--- src/rtl/core/rlgc_pkg.sv ---
// Shared constants, register codes and types for the lidar ray ground classifier.
// Used by rlgc_csr, rlgc_classify and lidar_ray_ground_classifier_unit; no dependencies.
`timescale 1ns / 1ps

package rlgc_pkg;

   localparam int RADIUS_BITS   = 17;
   localparam int INDEX_BITS    = 18;
   localparam int HEIGHT_BITS   = 16;
   localparam int TAN_BITS      = 17;
   localparam int MM12_BITS     = 12;
   localparam int FLOOR_BITS    = 17;
   localparam int FRAC_BITS     = 16;
   localparam int CSR_IDX_BITS  = 3;
   localparam int CSR_DATA_BITS = 17;

   // Derived datapath widths.
   localparam int PROD_BITS   = RADIUS_BITS + TAN_BITS;
   localparam int THR_BITS    = PROD_BITS - FRAC_BITS;
   localparam int MAG_BITS    = HEIGHT_BITS + 2;
   localparam int CMP_BITS    = (THR_BITS > MAG_BITS) ? THR_BITS : MAG_BITS;
   localparam int RCMP_BITS   = (RADIUS_BITS > FLOOR_BITS) ? RADIUS_BITS : FLOOR_BITS;

   typedef enum logic [CSR_IDX_BITS-1:0] {
      REG_SENSOR_HEIGHT  = CSR_IDX_BITS'(0),
      REG_LOCAL_TAN      = CSR_IDX_BITS'(1),
      REG_GENERAL_TAN    = CSR_IDX_BITS'(2),
      REG_FLOOR_RADIUS   = CSR_IDX_BITS'(3),
      REG_MIN_LOCAL_THR  = CSR_IDX_BITS'(4)
   } csr_reg_type;

   localparam logic [MM12_BITS-1:0]  RST_SENSOR_HEIGHT = MM12_BITS'(1750);
   localparam logic [TAN_BITS-1:0]   RST_LOCAL_TAN     = TAN_BITS'(9210);
   localparam logic [TAN_BITS-1:0]   RST_GENERAL_TAN   = TAN_BITS'(5734);
   localparam logic [FLOOR_BITS-1:0] RST_FLOOR_RADIUS  = FLOOR_BITS'(100);
   localparam logic [MM12_BITS-1:0]  RST_MIN_LOCAL_THR = MM12_BITS'(50);

   typedef struct packed {
      logic [MM12_BITS-1:0]  sensor_height_mm;
      logic [TAN_BITS-1:0]   local_slope_tangent;
      logic [TAN_BITS-1:0]   general_slope_tangent;
      logic [FLOOR_BITS-1:0] floor_radius_mm;
      logic [MM12_BITS-1:0]  min_local_threshold_mm;
   } cfg_type;

   typedef struct packed {
      logic [RADIUS_BITS-1:0]        last_radius;
      logic signed [HEIGHT_BITS-1:0] last_height;
      logic                          last_was_ground;
   } hist_type;

endpackage

--- src/rtl/core/rlgc_csr.sv ---
// Configuration register file of the lidar ray ground classifier.
// Depends on rlgc_pkg for register codes, reset values and cfg_type.
`timescale 1ns / 1ps

module rlgc_csr (
   input  logic                                 clock,
   input  logic                                 reset,
   input  logic                                 csr_write_en,
   input  logic [rlgc_pkg::CSR_IDX_BITS-1:0]    csr_index,
   input  logic [rlgc_pkg::CSR_DATA_BITS-1:0]   csr_wdata,
   output rlgc_pkg::cfg_type                    cfg
);

   rlgc_pkg::cfg_type cfg_ff;
   rlgc_pkg::cfg_type cfg_in;

   always_comb begin
      cfg_in = cfg_ff;
      if (csr_write_en) begin
         case (csr_index)
            rlgc_pkg::REG_SENSOR_HEIGHT: begin
               cfg_in.sensor_height_mm = csr_wdata[rlgc_pkg::MM12_BITS-1:0];
            end
            rlgc_pkg::REG_LOCAL_TAN: begin
               cfg_in.local_slope_tangent = csr_wdata[rlgc_pkg::TAN_BITS-1:0];
            end
            rlgc_pkg::REG_GENERAL_TAN: begin
               cfg_in.general_slope_tangent = csr_wdata[rlgc_pkg::TAN_BITS-1:0];
            end
            rlgc_pkg::REG_FLOOR_RADIUS: begin
               cfg_in.floor_radius_mm = csr_wdata[rlgc_pkg::FLOOR_BITS-1:0];
            end
            rlgc_pkg::REG_MIN_LOCAL_THR: begin
               cfg_in.min_local_threshold_mm = csr_wdata[rlgc_pkg::MM12_BITS-1:0];
            end
            default: begin
               // Writes to unused indexes are dropped.
               cfg_in = cfg_ff;
            end
         endcase
      end
   end

   always_ff @(posedge clock) begin
      if (reset) begin
         cfg_ff.sensor_height_mm       <= rlgc_pkg::RST_SENSOR_HEIGHT;
         cfg_ff.local_slope_tangent    <= rlgc_pkg::RST_LOCAL_TAN;
         cfg_ff.general_slope_tangent  <= rlgc_pkg::RST_GENERAL_TAN;
         cfg_ff.floor_radius_mm        <= rlgc_pkg::RST_FLOOR_RADIUS;
         cfg_ff.min_local_threshold_mm <= rlgc_pkg::RST_MIN_LOCAL_THR;
      end else begin
         cfg_ff <= cfg_in;
      end
   end

   assign cfg = cfg_ff;

endmodule

--- src/rtl/core/rlgc_classify.sv ---
// Combinational ground test for one point against the ray history.
// Depends on rlgc_pkg for widths, cfg_type and hist_type.
`timescale 1ns / 1ps

module rlgc_classify (
   input  rlgc_pkg::cfg_type                          cfg,
   input  rlgc_pkg::hist_type                         hist,
   input  logic                                       ray_start,
   input  logic [rlgc_pkg::RADIUS_BITS-1:0]           radius_mm,
   input  logic signed [rlgc_pkg::HEIGHT_BITS-1:0]    height_mm,
   output logic                                       is_ground
);

   localparam int RB = rlgc_pkg::RADIUS_BITS;
   localparam int HB = rlgc_pkg::HEIGHT_BITS;
   localparam int PB = rlgc_pkg::PROD_BITS;
   localparam int TB = rlgc_pkg::THR_BITS;
   localparam int MB = rlgc_pkg::MAG_BITS;
   localparam int CB = rlgc_pkg::CMP_BITS;
   localparam int FB = rlgc_pkg::FRAC_BITS;

   logic signed [HB-1:0] floor_height;
   logic [RB-1:0]        eff_radius;
   logic signed [HB-1:0] eff_height;
   logic                 eff_ground;
   logic                 step_ok;
   logic [RB-1:0]        step;
   logic [PB-1:0]        local_prod;
   logic [PB-1:0]        general_prod;
   logic [TB-1:0]        local_raw;
   logic [TB-1:0]        general_thr;
   logic [TB-1:0]        min_thr;
   logic [TB-1:0]        local_thr;
   logic                 beyond_floor;
   logic signed [MB-1:0] local_diff;
   logic signed [MB-1:0] floor_diff;
   logic [MB-1:0]        local_mag;
   logic [MB-1:0]        floor_mag;
   logic                 near_local;
   logic                 near_floor;

   always_comb begin
      floor_height = -$signed({{(HB - rlgc_pkg::MM12_BITS){1'b0}}, cfg.sensor_height_mm});

      // A new ray restarts from the floor under the sensor.
      eff_radius = ray_start ? '0 : hist.last_radius;
      eff_height = ray_start ? floor_height : hist.last_height;
      eff_ground = !ray_start && hist.last_was_ground;

      step_ok = radius_mm >= eff_radius;
      step    = radius_mm - eff_radius;

      local_prod   = PB'(step) * PB'(cfg.local_slope_tangent);
      general_prod = PB'(radius_mm) * PB'(cfg.general_slope_tangent);
      local_raw    = local_prod[PB-1:FB];
      general_thr  = general_prod[PB-1:FB];

      min_thr      = TB'(cfg.min_local_threshold_mm);
      beyond_floor = rlgc_pkg::RCMP_BITS'(radius_mm) >
                     rlgc_pkg::RCMP_BITS'(cfg.floor_radius_mm);
      local_thr    = (beyond_floor && (local_raw < min_thr)) ? min_thr : local_raw;

      local_diff = MB'(height_mm) - MB'(eff_height);
      floor_diff = MB'(height_mm) - MB'(floor_height);
      local_mag  = local_diff[MB-1] ? MB'(-local_diff) : MB'(local_diff);
      floor_mag  = floor_diff[MB-1] ? MB'(-floor_diff) : MB'(floor_diff);

      near_local = CB'(local_mag) <= CB'(local_thr);
      near_floor = CB'(floor_mag) <= CB'(general_thr);

      is_ground = step_ok && near_local && (eff_ground || near_floor);
   end

endmodule

--- src/rtl/core/lidar_ray_ground_classifier_unit.sv ---
// Lidar ray ground classifier: one input register, one result register.
// An accepted item moves from the input register to the result register once that register frees up.
// Throughput: one item per cycle while rsp_ready holds; the ray history (radius, height, class)
// is updated as each item leaves the input register. Reset (synchronous): both stages empty,
// history cleared, registers at their default values. Depends on rlgc_pkg, rlgc_csr and rlgc_classify.
`timescale 1ns / 1ps

module lidar_ray_ground_classifier_unit (
   input  logic                                     clock,
   input  logic                                     reset,
   input  logic                                     req_valid,
   output logic                                     req_ready,
   input  logic                                     req_ray_start,
   input  logic [rlgc_pkg::RADIUS_BITS-1:0]         req_radius_mm,
   input  logic signed [rlgc_pkg::HEIGHT_BITS-1:0]  req_height_mm,
   input  logic [rlgc_pkg::INDEX_BITS-1:0]          req_point_index,
   output logic                                     rsp_valid,
   input  logic                                     rsp_ready,
   output logic [rlgc_pkg::INDEX_BITS-1:0]          rsp_index_out,
   output logic                                     rsp_is_ground,
   input  logic                                     csr_write_en,
   input  logic [rlgc_pkg::CSR_IDX_BITS-1:0]        csr_index,
   input  logic [rlgc_pkg::CSR_DATA_BITS-1:0]       csr_wdata
);

   rlgc_pkg::cfg_type  cfg;
   rlgc_pkg::hist_type hist_ff;
   rlgc_pkg::hist_type hist_in;

   logic                                    in_valid_ff;
   logic                                    in_valid_in;
   logic                                    in_start_ff;
   logic [rlgc_pkg::RADIUS_BITS-1:0]        in_radius_ff;
   logic signed [rlgc_pkg::HEIGHT_BITS-1:0] in_height_ff;
   logic [rlgc_pkg::INDEX_BITS-1:0]         in_index_ff;

   logic                                    out_valid_ff;
   logic                                    out_valid_in;
   logic [rlgc_pkg::INDEX_BITS-1:0]         out_index_ff;
   logic                                    out_ground_ff;

   logic advance;
   logic take;
   logic ground;

   rlgc_csr u_csr (
      .clock        (clock),
      .reset        (reset),
      .csr_write_en (csr_write_en),
      .csr_index    (csr_index),
      .csr_wdata    (csr_wdata),
      .cfg          (cfg)
   );

   rlgc_classify u_classify (
      .cfg       (cfg),
      .hist      (hist_ff),
      .ray_start (in_start_ff),
      .radius_mm (in_radius_ff),
      .height_mm (in_height_ff),
      .is_ground (ground)
   );

   // The item in the input register moves on whenever the result register frees up.
   assign advance   = in_valid_ff && (!out_valid_ff || rsp_ready);
   assign req_ready = !in_valid_ff || !out_valid_ff || rsp_ready;
   assign take      = req_valid && req_ready;

   always_comb begin
      in_valid_in  = take || (in_valid_ff && !advance);
      out_valid_in = advance || (out_valid_ff && !rsp_ready);
      hist_in      = hist_ff;
      if (advance) begin
         hist_in.last_radius     = in_radius_ff;
         hist_in.last_height     = in_height_ff;
         hist_in.last_was_ground = ground;
      end
   end

   always_ff @(posedge clock) begin
      if (reset) begin
         in_valid_ff  <= 1'b0;
         out_valid_ff <= 1'b0;
         hist_ff      <= '0;
      end else begin
         in_valid_ff  <= in_valid_in;
         out_valid_ff <= out_valid_in;
         hist_ff      <= hist_in;
      end
   end

   always_ff @(posedge clock) begin
      if (take) begin
         in_start_ff  <= req_ray_start;
         in_radius_ff <= req_radius_mm;
         in_height_ff <= req_height_mm;
         in_index_ff  <= req_point_index;
      end
      if (advance) begin
         out_index_ff  <= in_index_ff;
         out_ground_ff <= ground;
      end
   end

   assign rsp_valid     = out_valid_ff;
   assign rsp_index_out = out_index_ff;
   assign rsp_is_ground = out_ground_ff;

   // An empty result register never holds back the input side.
   assert property (@(posedge clock) disable iff (reset) !out_valid_ff |-> req_ready)
      else $error("input stalled while result register empty");

   // An item leaving the input register always shows up as a result.
   assert property (@(posedge clock) disable iff (reset) advance |=> rsp_valid)
      else $error("item lost between input and result registers");

   // A point closer than its predecessor on the same ray is never ground.
   assert property (@(posedge clock) disable iff (reset)
      advance && !in_start_ff && (in_radius_ff < hist_ff.last_radius) |=> !rsp_is_ground)
      else $error("negative radius step classified as ground");

   // The history always follows the point that was just classified.
   assert property (@(posedge clock) disable iff (reset)
      advance |=> (hist_ff.last_radius == $past(in_radius_ff)) &&
                  (hist_ff.last_was_ground == rsp_is_ground))
      else $error("ray history out of step with results");

endmodule
--- config.mk ---
export PLATFORM = sky130hd
export DESIGN_NAME = lidar_ray_ground_classifier_unit
export DESIGN_NICKNAME = d
export VERILOG_FILES = /design/src/rtl/core/rlgc_pkg.sv /design/src/rtl/core/rlgc_csr.sv /design/src/rtl/core/rlgc_classify.sv /design/src/rtl/core/lidar_ray_ground_classifier_unit.sv
export SDC_FILE = /design/constraint.sdc
export NUM_CORES = 2
export LEC_CHECK = 0
export ABC_CLOCK_PERIOD_IN_PS = 34600
export BUFFER_PORTS_ARGS = -buffer_cell sky130_fd_sc_hd__buf_2
export CAP_MARGIN = 20
export CORE_MARGIN = 3
export CORE_UTILIZATION = 60
export DETAILED_ROUTE_END_ITERATION = 10
export PLACE_DENSITY = 0.77
export SLEW_MARGIN = 0
export SYNTH_ARGS = -nofsm -noshare
export SYNTH_HDL_FRONTEND = slang
export SYNTH_HIERARCHICAL = 1
export SYNTH_SLANG_ARGS = --single-unit
--- constraint.sdc ---
create_clock -name clock -period 34.6 [get_ports clock]
set_clock_uncertainty 0.15 [all_clocks]
set_input_delay 6.92 -clock clock [delete_from_list [all_inputs] [get_ports clock]]
set_output_delay 6.92 -clock clock [all_outputs]
set_load 0.02 [all_outputs]
==> summary.txt <==
Status
  – Status: finished clean

Worst setup path
  – Crit path launch type: input port
  – CP bufs+invs: 2
  – CP required: 27.53 ns
  – Slowest stage delay, CP: 0.19 ns
  – Crit path capture type: primary output
  – Crit path max fanout: 4
  – Crit path cell chain: buf_2, nor2b_4, nand2_1, buf_2
  – Critical path's slowest cell: nor2b_4
  – Crit path DAT: 7.49 ns
  – Crit Path Class: in2out
  – CP top delay family: simple AND/OR/NAND/NOR gates
  – Cell repeated most along the worst path: buf_2

Clock tree
  – Clock Path Buffers: 2
  – Hold-fix buffers, CTS: 0
  – Worst-Skew Late Latency: 0.47 ns
  – Htree depth: 4
  – # resized after CTS: 0
  – Clock Pin Slew Worst Setup and Hold Paths: 0.08 ns
  – Num CTS Buffers: 17
  – Postcts setup bufs: 0
  – CTS Sinks: 182
  – TritonCTS clock tree: yes
  – Root Buffer: clkbuf_16

Logic synthesis
  – Synth Instances: 3396
  – Post-synthesis cell type count: 89
  – Post-Syn Area: 30500 sq um
  – Yosys warnings: 6
  – Post-synthesis sequential area ratio: 14.3%
  – Synth area leaders: fa_1 (29%), ha_1 (13%), dfxtp_1 (7.3%), edfxtp_1 (7.0%), inv_1 (6.9%)
  – Synthesized area per cell: 8.99 sq um
  – Area share of the largest cell type after synthesis: 29.3%
  – Number of flops mapped to enable cells by yosys: 71
  – Flops & latches, synth: 182
  – Ys async rst share: 0%
  – Primary FF master, synth: dfxtp_1
  – Area leader, netlist: fa_1

STA
  – Final Hold Fails: 0
  – Setup violators final: 0
  – Slew Limit Fails: 0
  – Final min period: 14.56 ns
  – Period utilization: 42.1%
  – Hold slack: 0.268 ns
  – Setup TNS Final: 0 ns
  – Worst Tran Pin Value: 1.12 ns
  – Highest Clock Rate: 0.0687 GHz
  – RSZ-0062 raised after global routing: no
  – Max-slew headroom: 25.0%

Final layout
  – Most common cell after layout, fill and taps aside: inv_1
  – Most frequent cells in the layout: inv_1 (559), fa_1 (447), nand2_1 (423)
  – Non-Filler Instances: 4103
  – Share of cells above drive strength 1: 5.71%
  – Fillers: 4038
  – Nets: 4270
  – Register area: 4350 sq um
  – Multi-input logic area: 23500 sq um
  – Ant diodes: 0
  – Area Overhead vs Synth: 5.87%
  – Final Core Density: 64.4%

Route
  – Drt drc: 0
  – Via-to-Cell Ratio: 5.89
  – DR iter-0 viols: 1882
  – Mean routed wirelength per cell: 19.3 um
  – Antenna Nets Post-Route: 0
  – Via count: 24200
  – Drt total wl: 79.1 mm
  – DR pass1 iterations: 6

Floorplan
  – Core Area: 50200 sq um
  – Die area: 53600 sq um
  – Cell Rows: 82
  – IO Pins: 98
  – Die width: 232 um
  – Initial Utilization: 60.8%
  – Die Y: 232 um

Global route
  – First-pass GRT wire length: 129 mm
  – Overall routing resource usage: 30.0%
  – Number of global-route vias before repair: 25600
  – Initial antenna violation count: 4
  – GRT overflow: 0
  – Largest net degree at the start of global routing: 112

Place
  – GPL Wtd Cong: 0.946
  – Placed cell count: 4067
  – Hpwl dp: 59.5 mm
  – PortBufs: 97

Run
  – Max cap viols: 0

Min path
  – Hold WC Path Type: reg2reg
## registers in the layout, indices dropped and copies added (netlist names)
register	cells
in_valid_ff	1
rsp_is_ground	1
hist_ff	34
u_csr/cfg	75
in_index_ff	18
in_start_ff	1
in_height_ff	16
in_radius_ff	17
rsp_index_out	18
rsp_valid	1
## routing by layer
metal	share of wire (%)	track usage, %	vias up
li1	-	-	10900
met1	39	37.1	12000
met2	49	51.9	1070
met3	7.3	4.87	247
met4	4.5	13.2	8
met5	0.070	0	-
## Yosys cell counts, types with 7 or more instances
| master | n |
|---|---|
| nor2_1 | 143 |
| a31oi_1 | 7 |
| or3_1 | 8 |
| dfxtp_1 | 111 |
| a311o_1 | 7 |
| mux2i_1 | 124 |
| a21oi_1 | 95 |
| o21ai_1 | 14 |
| fa_1 | 447 |
| edfxtp_1 | 71 |
| and3_1 | 9 |
| ha_1 | 328 |
| buf_2 | 8 |
| nor4_1 | 27 |
| nor2b_1 | 60 |
| nand2_1 | 423 |
| o21ai_0 | 44 |
| a311oi_1 | 13 |
| o21a_1 | 17 |
| and2_1 | 223 |
| clkbuf_1 | 113 |
| xnor2_1 | 68 |
| nor3_1 | 27 |
| nand3_1 | 34 |
| inv_1 | 559 |
| nand2b_1 | 158 |
| a21o_1 | 47 |
| nand4_1 | 22 |
| o31ai_1 | 7 |
| xor2_1 | 37 |
| o211ai_1 | 25 |
## kinds of logic (layout without fill, tap and decap cells)
group	after synthesis	count (layout)	synth area share (%)
xor gates and xnor gates	106	106	3.07
AOI/OAI and AO/OA	344	344	7.64
muxes	127	127	4.18
other	1	2	0.0123
adders and majority gates	775	775	42.8
DFF	182	182	14.3
and+or+nand+nor	1166	1166	19.3
buffers and inverters	695	729	8.76
## worst paths after layout
path / endpoint / slack, ns / cells past startpoint / startpoint
worst max-delay path: req_ready / 20.04 / 4 / rsp_ready
worst min-delay path: rsp_index_out[8] / 0.27 / 0 / in_index_ff[8]
worst max register to register: hist_ff[0] / 20.82 / 52 / in_start_ff
worst min register to register: rsp_index_out[8] / 0.27 / 0 / in_index_ff[8]
## cell type report
cell class / instances / share of cell area, %
multi-input cells: 2520 / 72.9
flip-flops and latches: 182 / 13.5
inverters: 560 / 6.50
repair buffers: 137 / 2.62
well taps: 672 / 2.60
clock buffers: 17 / 1.32
clock inverters: 15 / 0.623
## metrics by stage
stage,setup slack [ns],instance area [sq um]
6_report,20.04,32300
5_1_grt,19.99,32300
4_1_cts,20.03,32200
3_5_place_dp,20.03,31600
3_3_place_gp,20.04,31600
2_1_floorplan,20.33,30500
Power is not shown: default switching activity piles up to over one toggle a cycle in this logic, so the estimate is an artifact.
